`config.mk`:
```
export PLATFORM = sky130hd
export DESIGN_NAME = drt_front
export DESIGN_NICKNAME = d
export VERILOG_FILES = /design/src/rtl/drt_pkg.sv /design/src/rtl/drt_front.sv
export SDC_FILE = /design/constraint.sdc
export NUM_CORES = 2
export LEC_CHECK = 0
export BUFFER_PORTS_ARGS = -buffer_cell sky130_fd_sc_hd__buf_2
export CAP_MARGIN = 20
export CORE_ASPECT_RATIO = 1.2
export CORE_MARGIN = 2
export CORE_UTILIZATION = 30
export DETAILED_ROUTE_END_ITERATION = 10
export PLACE_DENSITY_LB_ADDON = 0.12
export SLEW_MARGIN = 20
export SYNTH_ARGS = -nofsm -noshare
export SYNTH_HDL_FRONTEND = slang
export SYNTH_SLANG_ARGS = --single-unit
```
`constraint.sdc`:
```
create_clock -name clk_i -period 10.31 [get_ports clk_i]
set_input_delay 1.031 -clock clk_i [delete_from_list [all_inputs] [get_ports clk_i]]
set_output_delay 1.031 -clock clk_i [all_outputs]
set_load 0.01 [all_outputs]
```
`src/rtl/drt_pkg.sv`:
```
// ----------------------------------------------------------------------------
// drt_pkg
// Shared types and constants of the difficulty retarget pipeline.
// ----------------------------------------------------------------------------
package drt_pkg;

  localparam int WIDE       = 256;
  localparam int DIV_STEP   = 4;
  localparam int DIV_STAGES = WIDE / DIV_STEP;

  localparam logic [1:0] CFG_TIMESPAN = 2'd0;
  localparam logic [1:0] CFG_LIMIT    = 2'd1;
  localparam logic [1:0] CFG_NORET    = 2'd2;

  localparam logic [31:0] TIMESPAN_RST = 32'd1209600;
  localparam logic [31:0] LIMIT_RST    = 32'h1d00ffff;

  localparam logic [1:0] CLAMP_NONE = 2'd0;
  localparam logic [1:0] CLAMP_LOW  = 2'd1;
  localparam logic [1:0] CLAMP_HIGH = 2'd2;

  typedef struct packed {
    logic [31:0] last_bits;
    logic [1:0]  clamp;
    logic        noret;
    logic        tiny;
  } side_t;

endpackage

```
`src/rtl/drt_front.sv`:
```
// ----------------------------------------------------------------------------
// drt_front
// Span clamp, compact decode, span multiply and dividend alignment (4 stages).
// ----------------------------------------------------------------------------
module drt_front (
  input  logic                     clk_i,
  input  logic                     rst_ni,
  input  logic                     en_i,
  input  logic                     in_valid_i,
  input  logic [31:0]              last_bits_i,
  input  logic [31:0]              last_time_i,
  input  logic [31:0]              first_time_i,
  input  logic [31:0]              timespan_i,
  input  logic                     noret_i,
  output logic                     valid_o,
  output logic [255:0]             dividend_o,
  output drt_pkg::side_t           side_o
);
  import drt_pkg::*;

  logic signed [35:0] sp36, lo36, hi36, spc36;
  logic [1:0]         clamp;
  logic [7:0]         size;
  logic [22:0]        m_eff;
  logic               low_exp;

  logic               v1_q, v2_q, v3_q, v4_q;
  side_t              s1_q, s2_q, s3_q, s4_q, s1_d, s2_d;
  logic [33:0]        span1_q;
  logic [22:0]        m1_q;
  logic [7:0]         sh1_q, sh2_q, sh3_q;
  logic               low_exp1_q;
  logic [56:0]        prod2_q;
  logic [58:0]        x3_q, x3_d;
  logic               tiny2;
  logic [255:0]       div4_q, div4_d;

  always_comb begin
    sp36  = $signed({4'b0, last_time_i}) - $signed({4'b0, first_time_i});
    lo36  = $signed({6'b0, timespan_i[31:2]});
    hi36  = $signed({2'b0, timespan_i, 2'b0});
    spc36 = sp36;
    clamp = CLAMP_NONE;
    if (sp36 < lo36) begin
      spc36 = lo36;
      clamp = CLAMP_LOW;
    end
    if (spc36 > hi36) begin
      spc36 = hi36;
      clamp = CLAMP_HIGH;
    end
    size    = last_bits_i[31:24];
    low_exp = (size <= 8'd3);
    case (size)
      8'd0:    m_eff = 23'd0;
      8'd1:    m_eff = {16'd0, last_bits_i[22:16]};
      8'd2:    m_eff = {8'd0, last_bits_i[22:8]};
      default: m_eff = last_bits_i[22:0];
    endcase
    s1_d.last_bits = last_bits_i;
    s1_d.clamp     = clamp;
    s1_d.noret     = noret_i;
    s1_d.tiny      = 1'b0;
  end

  always_comb begin
    if (low_exp1_q) begin
      tiny2 = (m1_q <= 23'd3);
    end else if (sh1_q >= 8'd32) begin
      tiny2 = 1'b1;
    end else if (sh1_q == 8'd31) begin
      tiny2 = (m1_q[7:0] == 8'd0);
    end else if (sh1_q == 8'd30) begin
      tiny2 = (m1_q[15:0] == 16'd0);
    end else begin
      tiny2 = (m1_q == 23'd0);
    end
    s2_d      = s1_q;
    s2_d.tiny = tiny2;
  end

  always_comb begin
    if (s2_q.tiny) begin
      x3_d = {2'b0, prod2_q} + {1'b0, prod2_q, 1'b0};
    end else begin
      x3_d = {2'b0, prod2_q};
    end
    if (sh3_q[7:5] != 3'd0) begin
      div4_d = '0;
    end else begin
      div4_d = {197'd0, x3_q} << {sh3_q[4:0], 3'b0};
    end
  end

  always_ff @(posedge clk_i or negedge rst_ni) begin
    if (!rst_ni) begin
      v1_q <= 1'b0;
      v2_q <= 1'b0;
      v3_q <= 1'b0;
      v4_q <= 1'b0;
    end else if (en_i) begin
      v1_q <= in_valid_i;
      v2_q <= v1_q;
      v3_q <= v2_q;
      v4_q <= v3_q;
    end
  end

  always_ff @(posedge clk_i) begin
    if (en_i) begin
      s1_q       <= s1_d;
      span1_q    <= spc36[33:0];
      m1_q       <= m_eff;
      low_exp1_q <= low_exp;
      sh1_q      <= low_exp ? 8'd0 : size - 8'd3;
      s2_q       <= s2_d;
      prod2_q    <= {34'd0, m1_q} * {23'd0, span1_q};
      sh2_q      <= sh1_q;
      s3_q       <= s2_q;
      x3_q       <= x3_d;
      sh3_q      <= sh2_q;
      s4_q       <= s3_q;
      div4_q     <= div4_d;
    end
  end

  assign valid_o    = v4_q;
  assign dividend_o = div4_q;
  assign side_o     = s4_q;

endmodule

```
# ---- After elaboration in Yosys (flattened, before gate mapping)
# Index checks and enable logic that the tools add are counted.
dict set report totals {
  latchBits 0
  wordCells 58
  register_bits 601
  rom_bits 0
  output_inout_bits 293
  memories 0
  ramBits 0
}
dict set report op_classes {
  mul 1
  reduce_logical 5
  n_mux 9
  div 0
  n_shift 1
  addsub 3
  order_cmp 5
  eq_ne 4
  bitwise 0
}
# cell n
set ops {}
lappend ops {{<< shifter 59 x 8 -> 256 bit} 1}
lappend ops {{one-hot mux 23 bit (3 select lines)} 1}
lappend ops {{adder 57 x 58 -> 59 bit} 1}
lappend ops {{multiplier 23 x 34 -> 57 bit} 1}
lappend ops {{2-to-1 mux 57 bit} 1}
lappend ops {{> comparator 36 x 35 -> 1 bit} 1}
lappend ops {{2-to-1 mux 36 bit} 1}
lappend ops {{2-to-1 mux 34 bit} 1}
lappend ops {{< comparator 33 x 31 -> 1 bit} 1}
lappend ops {{subtractor 32 x 32 -> 33 bit} 1}
lappend ops {{less-or-equal comparator 23 x 2 -> 1 bit, second input constant} 1}
lappend ops {{logical NOT 23 bit} 1}
lappend ops {{== test 8 x 5 -> 1 bit, second input constant} 2}
lappend ops {{logical NOT 16 bit} 1}
lappend ops {{logical NOT 8 bit} 2}
lappend ops {{== test 8 x 1 -> 1 bit, second input constant} 1}
lappend ops {{== test 8 x 2 -> 1 bit, second input constant} 1}
lappend ops {{>= comparator 8 x 6 -> 1 bit, second input constant} 1}
lappend ops {{less-or-equal comparator 8 x 2 -> 1 bit, second input constant} 1}
lappend ops {{subtractor 8 x 2 -> 8 bit, second input constant} 1}
lappend ops {{2-to-1 mux 1 bit} 5}
lappend ops {{nonzero test 3 bit} 1}

# ---- Logic depth before layout (Yosys ltp)
dict set report depth {
  depth_word 5
  depth_mapped 38
  ltp_nobuf 36
}

# ---- Worst setup path after synthesis
# No wires, ideal clock.
dict set report synth_timing {
  kind {input-to-reg}
  start {input port last_time_i[0]}
  end {register span1_q[10] (data pin)}
  stages 33
  arrival_time_ns 7.968
  path_buffers 3
  slack_ns 2.082
  path_cell_list {inv_1 > ha_1 > inv_1 > fa_1 > a21o_1 > a21oi_1 > o21ai_0 > nand4_1 > a21bo_2 > and2_1 > o21ai_0 > a311oi_1 > xor2_1 > inv_1 > ha_1 > a21oi_1 > nand4_1 > a311o_1 > a2111oi_0 > ha_1 > clkbuf_1 > clkbuf_1 > mux2_2 > ha_1 > a21o_1 > a21o_1 > a21oi_1 > nor2_1 > o41ai_1 > a21oi_1 > o31ai_2 > clkbuf_1 > mux2_2}
}
dict set report synth_via {
  elab_chain_len 5
}
# element line
set synth_lines {}
lappend synth_lines {{start: declaration} drt_front.sv:11} ;# input logic [31:0] last_time_i,
lappend synth_lines {{subtractor 32 x 32 -> 33 bit (*)} drt_front.sv:39} ;# sp36 = $signed({4'b0, last_time_i}) - $signed({4'b0, first_time_i});
lappend synth_lines {{< comparator 33 x 31 -> 1 bit} drt_front.sv:44} ;# if (sp36 < lo36) begin
lappend synth_lines {{2-to-1 mux 36 bit (*)} drt_front.sv:44}
lappend synth_lines {{> comparator 36 x 35 -> 1 bit} drt_front.sv:48} ;# if (spc36 > hi36) begin
lappend synth_lines {{2-to-1 mux 34 bit (*)} drt_front.sv:48}
lappend synth_lines {{named net spc36[10]} drt_front.sv:21} ;# logic signed [35:0] sp36, lo36, hi36, spc36;
lappend synth_lines {{end signal: assignment} drt_front.sv:112} ;# span1_q <= spc36[33:0];
lappend synth_lines {{end: declaration} drt_front.sv:29} ;# logic [33:0] span1_q;
# Mark *: on every way through the listed nets, which the timed path passes. The rest lies on a longest branch.
# A chain may end at the register's enable or synchronous reset.

# ---- Worst setup path after layout
dict set report layout_timing {
  start {input port first_time_i[1]}
  end {register span1_q[15] (data pin)}
}
dict set report layout_via {
  elab_chain_len 5
}
# element line
set layout_lines {}
lappend layout_lines {{start: declaration} drt_front.sv:12} ;# input logic [31:0] first_time_i,
lappend layout_lines {{subtractor 32 x 32 -> 33 bit (*)} drt_front.sv:39}
lappend layout_lines {{< comparator 33 x 31 -> 1 bit} drt_front.sv:44}
lappend layout_lines {{2-to-1 mux 36 bit (*)} drt_front.sv:44}
lappend layout_lines {{> comparator 36 x 35 -> 1 bit} drt_front.sv:48}
lappend layout_lines {{2-to-1 mux 34 bit (*)} drt_front.sv:48}
lappend layout_lines {{named net spc36[15]} drt_front.sv:21}
# Marked as above.

==> impl_metrics.csv <==
group,metric,value,unit
status,status,"finished, final reports clean",
yosys,ys_async_sr_fraction,0.6656,%
worst_setup_path,cp.required,10.71,ns
place,gp_congestion,0.8858,
run,drv_cap,0,
cts,cts_resized,0,
detailed_routing,first_pass_iters,6,
yosys,syn-instance-count,5362,
cts,cts.path.max_buffers,3,
yosys,synth-edff-count,597,
cts,clk_pin_slew,0.06,ns
finish,antenna-diode-count,0,
grt,grt-ovfl-total,0,
finish,final_layout_size_suffix_gt1_share,13.90,%
finish,nets,6838,
detailed_routing,drt-vias-per-instance,4.818,
yosys,synth.avg_cell_area,10.21,µm²
detailed_routing,via_count,39366,
place,dp.final_hpwl,139600,µm
place,portBuffers,425,
cts,hold_buffers,0,
timing,setup_viol,0,
yosys,synth_top_flop_cell,"edfxtp_1",
cts,clock_sinks,601,
die,io-pin-count,426,
worst_hold_path,holdCritPathClass,"primary input to asynchronous set/reset pin",
timing,max_freq,110.1,MHz
timing,tns,0,ns
timing,fin_skew,0.06343,ns
grt,grt_pass1_vias,41681,
worst_setup_path,cp_slowest_cell,"o41ai_1",
finish,fill_cells,18640,
detailed_routing,ant_nets,0,
worst_setup_path,path_class,"primary input to flop",
timing,maxSlewViolCount,0,
yosys,ys_ff_latch,601,
worst_setup_path,path_common_cell,"ha_1",
timing,rsz0062_at_grt,"no",
timing,max_slew_margin,21.71,%
timing,worstMarginPinSlew,1.174,ns
finish,multi_input_area,32700,µm²
detailed_routing,drcViolationCount,0,
timing,post-route-period-util,88.08,%
grt,grt_antenna_before_repair,3,
die,die_height,471.8,µm
timing,finalHoldViolations,0,
timing,min_period,9.081,ns
grt,track_usage,18.68,%
worst_setup_path,timing.rr.start,"m1_q[3]",
worst_setup_path,cp_max_fo,25,
detailed_routing,drtIter0Drc,2244,
die,start_util,30.23,%
worst_setup_path,r2r_cells,26,
cts,cts_root_buffer,"clkbuf_16",
worst_setup_path,rrSetupSlack,1.72,ns
yosys,ys_types,85,
cts,cts_buffers,72,
die,rows,171,
cts,htreeDepth,3,
worst_setup_path,start_kind,"primary input",
grt,grt_max_degree,161,
grt,grt_pass1_wl,265300,µm
detailed_routing,wire_per_inst,21.35,µm
finish,seqCellArea,18030,µm²
worst_setup_path,r2r-end,"prod2_q[38]",
yosys,yosysWarnings,0,
die,core_area,181000,µm²
yosys,synth_area,54720,µm²
yosys,synth_nets,6505,
worst_setup_path,slowest_delay,0.67,ns
die,die_w,393.9,µm
cts,cts_setup_buffers,0,
cts,clk_latency,0.70,ns
die,die_area,185800,µm²
detailed_routing,routed_wl,174400,µm
worst_setup_path,worstPathArrival,9.48,ns
finish,syn2layout_area_growth,13.65,%
cts,tritoncts,"done",
yosys,ys_seq_area_share,32.94,%
worst_setup_path,end_kind,"flop",
-- per-stage QoR --
stage	area (µm²)	hold WS (ns)	instances	util, %	setup WS, ns
2_1_floorplan	54720	0.4003	5362	-	2.082
3_3_place_gp	59780	0.4003	8043	33.03	0.6663
3_5_place_dp	59780	0.4045	8043	33.03	0.6350
4_1_cts	62190	0.1144	8170	34.36	1.354
5_1_grt	62190	0.1520	8170	34.36	0.8520
6_report	62190	0.1653	8170	34.36	1.229
-- worst max-delay path: cells and delay by family --
family / cells / cell delay (ns)
and+or+nand+nor: 6 / 0.69
xor gates and xnor gates: 1 / 0.26
muxes: 1 / 0.40
AOI/OAI and AO/OA: 15 / 4.28
adders and majority gates: 4 / 1.44
buffers and inverters: 6 / 1.35
-- cells by family after synthesis --
logic type,after synthesis,synth area share (%)
AND/OR/NAND/NOR,1628,13.16
adder cells (fa/ha/maj),1010,32.30
AO/OA/AOI/OAI,769,9.052
XOR/XNOR,133,2.129
buffers and inverters,1068,7.356
flip-flops,601,32.94
multiplexers,153,3.062
-- worst max path at each step --
stage / to / from
after floorplan: span1_q[10] / last_time_i[0]
after global placement: span1_q[28] / last_time_i[0]
after detailed placement: span1_q[15] / last_time_i[0]
after CTS: span1_q[15] / last_time_i[0]
after global routing: span1_q[15] / last_time_i[0]
final: span1_q[15] / first_time_i[1]
-- routing by layer --
layer | track usage, % | wire [µm] | up-vias
met5 | 0 | 13 | -
met4 | 7.062 | 6776 | 2
met3 | 2.351 | 7915 | 267
met2 | 32.88 | 86310 | 1151
met1 | 23.29 | 73420 | 19728
li1 | - | - | 18218
-- layout make-up --
type	instances	area share [%]
sequential	601	28.99
inverter	787	4.750
clock buffer	88	3.096
clock inverter	39	0.7706
multi-input combinational	3693	52.58
timing repair buffer	540	4.945
tap	2422	4.873
-- synth_stat cells, types with 9 or more instances --
library cell  count  area share, %
a211oi_1         16           0.22
o211ai_1          9           0.12
mux2i_1          38           0.70
o21a_1           19           0.26
ha_1            339            7.8
a21oi_1         227            2.1
nand4_1          45           0.51
nand2_1         823            5.6
edfxtp_1        597             33
nor2b_1          32           0.37
and2_1          215            2.5
nand3_1          32           0.29
o22a_1           12           0.19
o31ai_1          10           0.14
o21bai_1         26           0.36
mux2_2          115            2.4
o22ai_1          33           0.38
nor3_1           29           0.27
nor4_1           14           0.16
nor2_1          360            2.5
clkbuf_1        227            1.6
a31oi_1          28           0.32
a22o_1           16           0.26
xor2_1           56           0.90
a2bb2oi_1        10           0.16
nand2b_1         14           0.16
and3_1           21           0.24
inv_1           784            5.4
a22oi_1          29           0.40
a21o_1          103            1.4
fa_1            671             25
xnor2_1          77            1.2
buf_1            43           0.29
o21ai_0         154            1.4
or3_1            10           0.11
-- cells in the final DEF, fill, tap and decap left out, types with 77 or more instances in the layout --
master	instances
a21o_1	103
a21oi_1	227
and2_1	215
buf_2	424
buf_4	109
edfxtp_1	597
fa_1	671
ha_1	339
inv_1	784
mux2_2	115
nand2_1	822
nor2_1	358
o21ai_0	154
xnor2_1	77
-- sequential cells by signal, indices dropped and copies added, names as in the netlist --
name and flops:
v2_q 1, valid_o 1, span1_q 34, dividend_o 256, v3_q 1, prod2_q 57
v1_q 1, low_exp1_q 1, sh3_q 8, sh2_q 8, side_o 36, s2_q 36
m1_q 23, sh1_q 8, x3_q 59, s3_q 36, s1_q 35
Power is left out: the tool's default activity adds up to more than one toggle a clock period on the data nets, which glitch-free logic cannot reach.
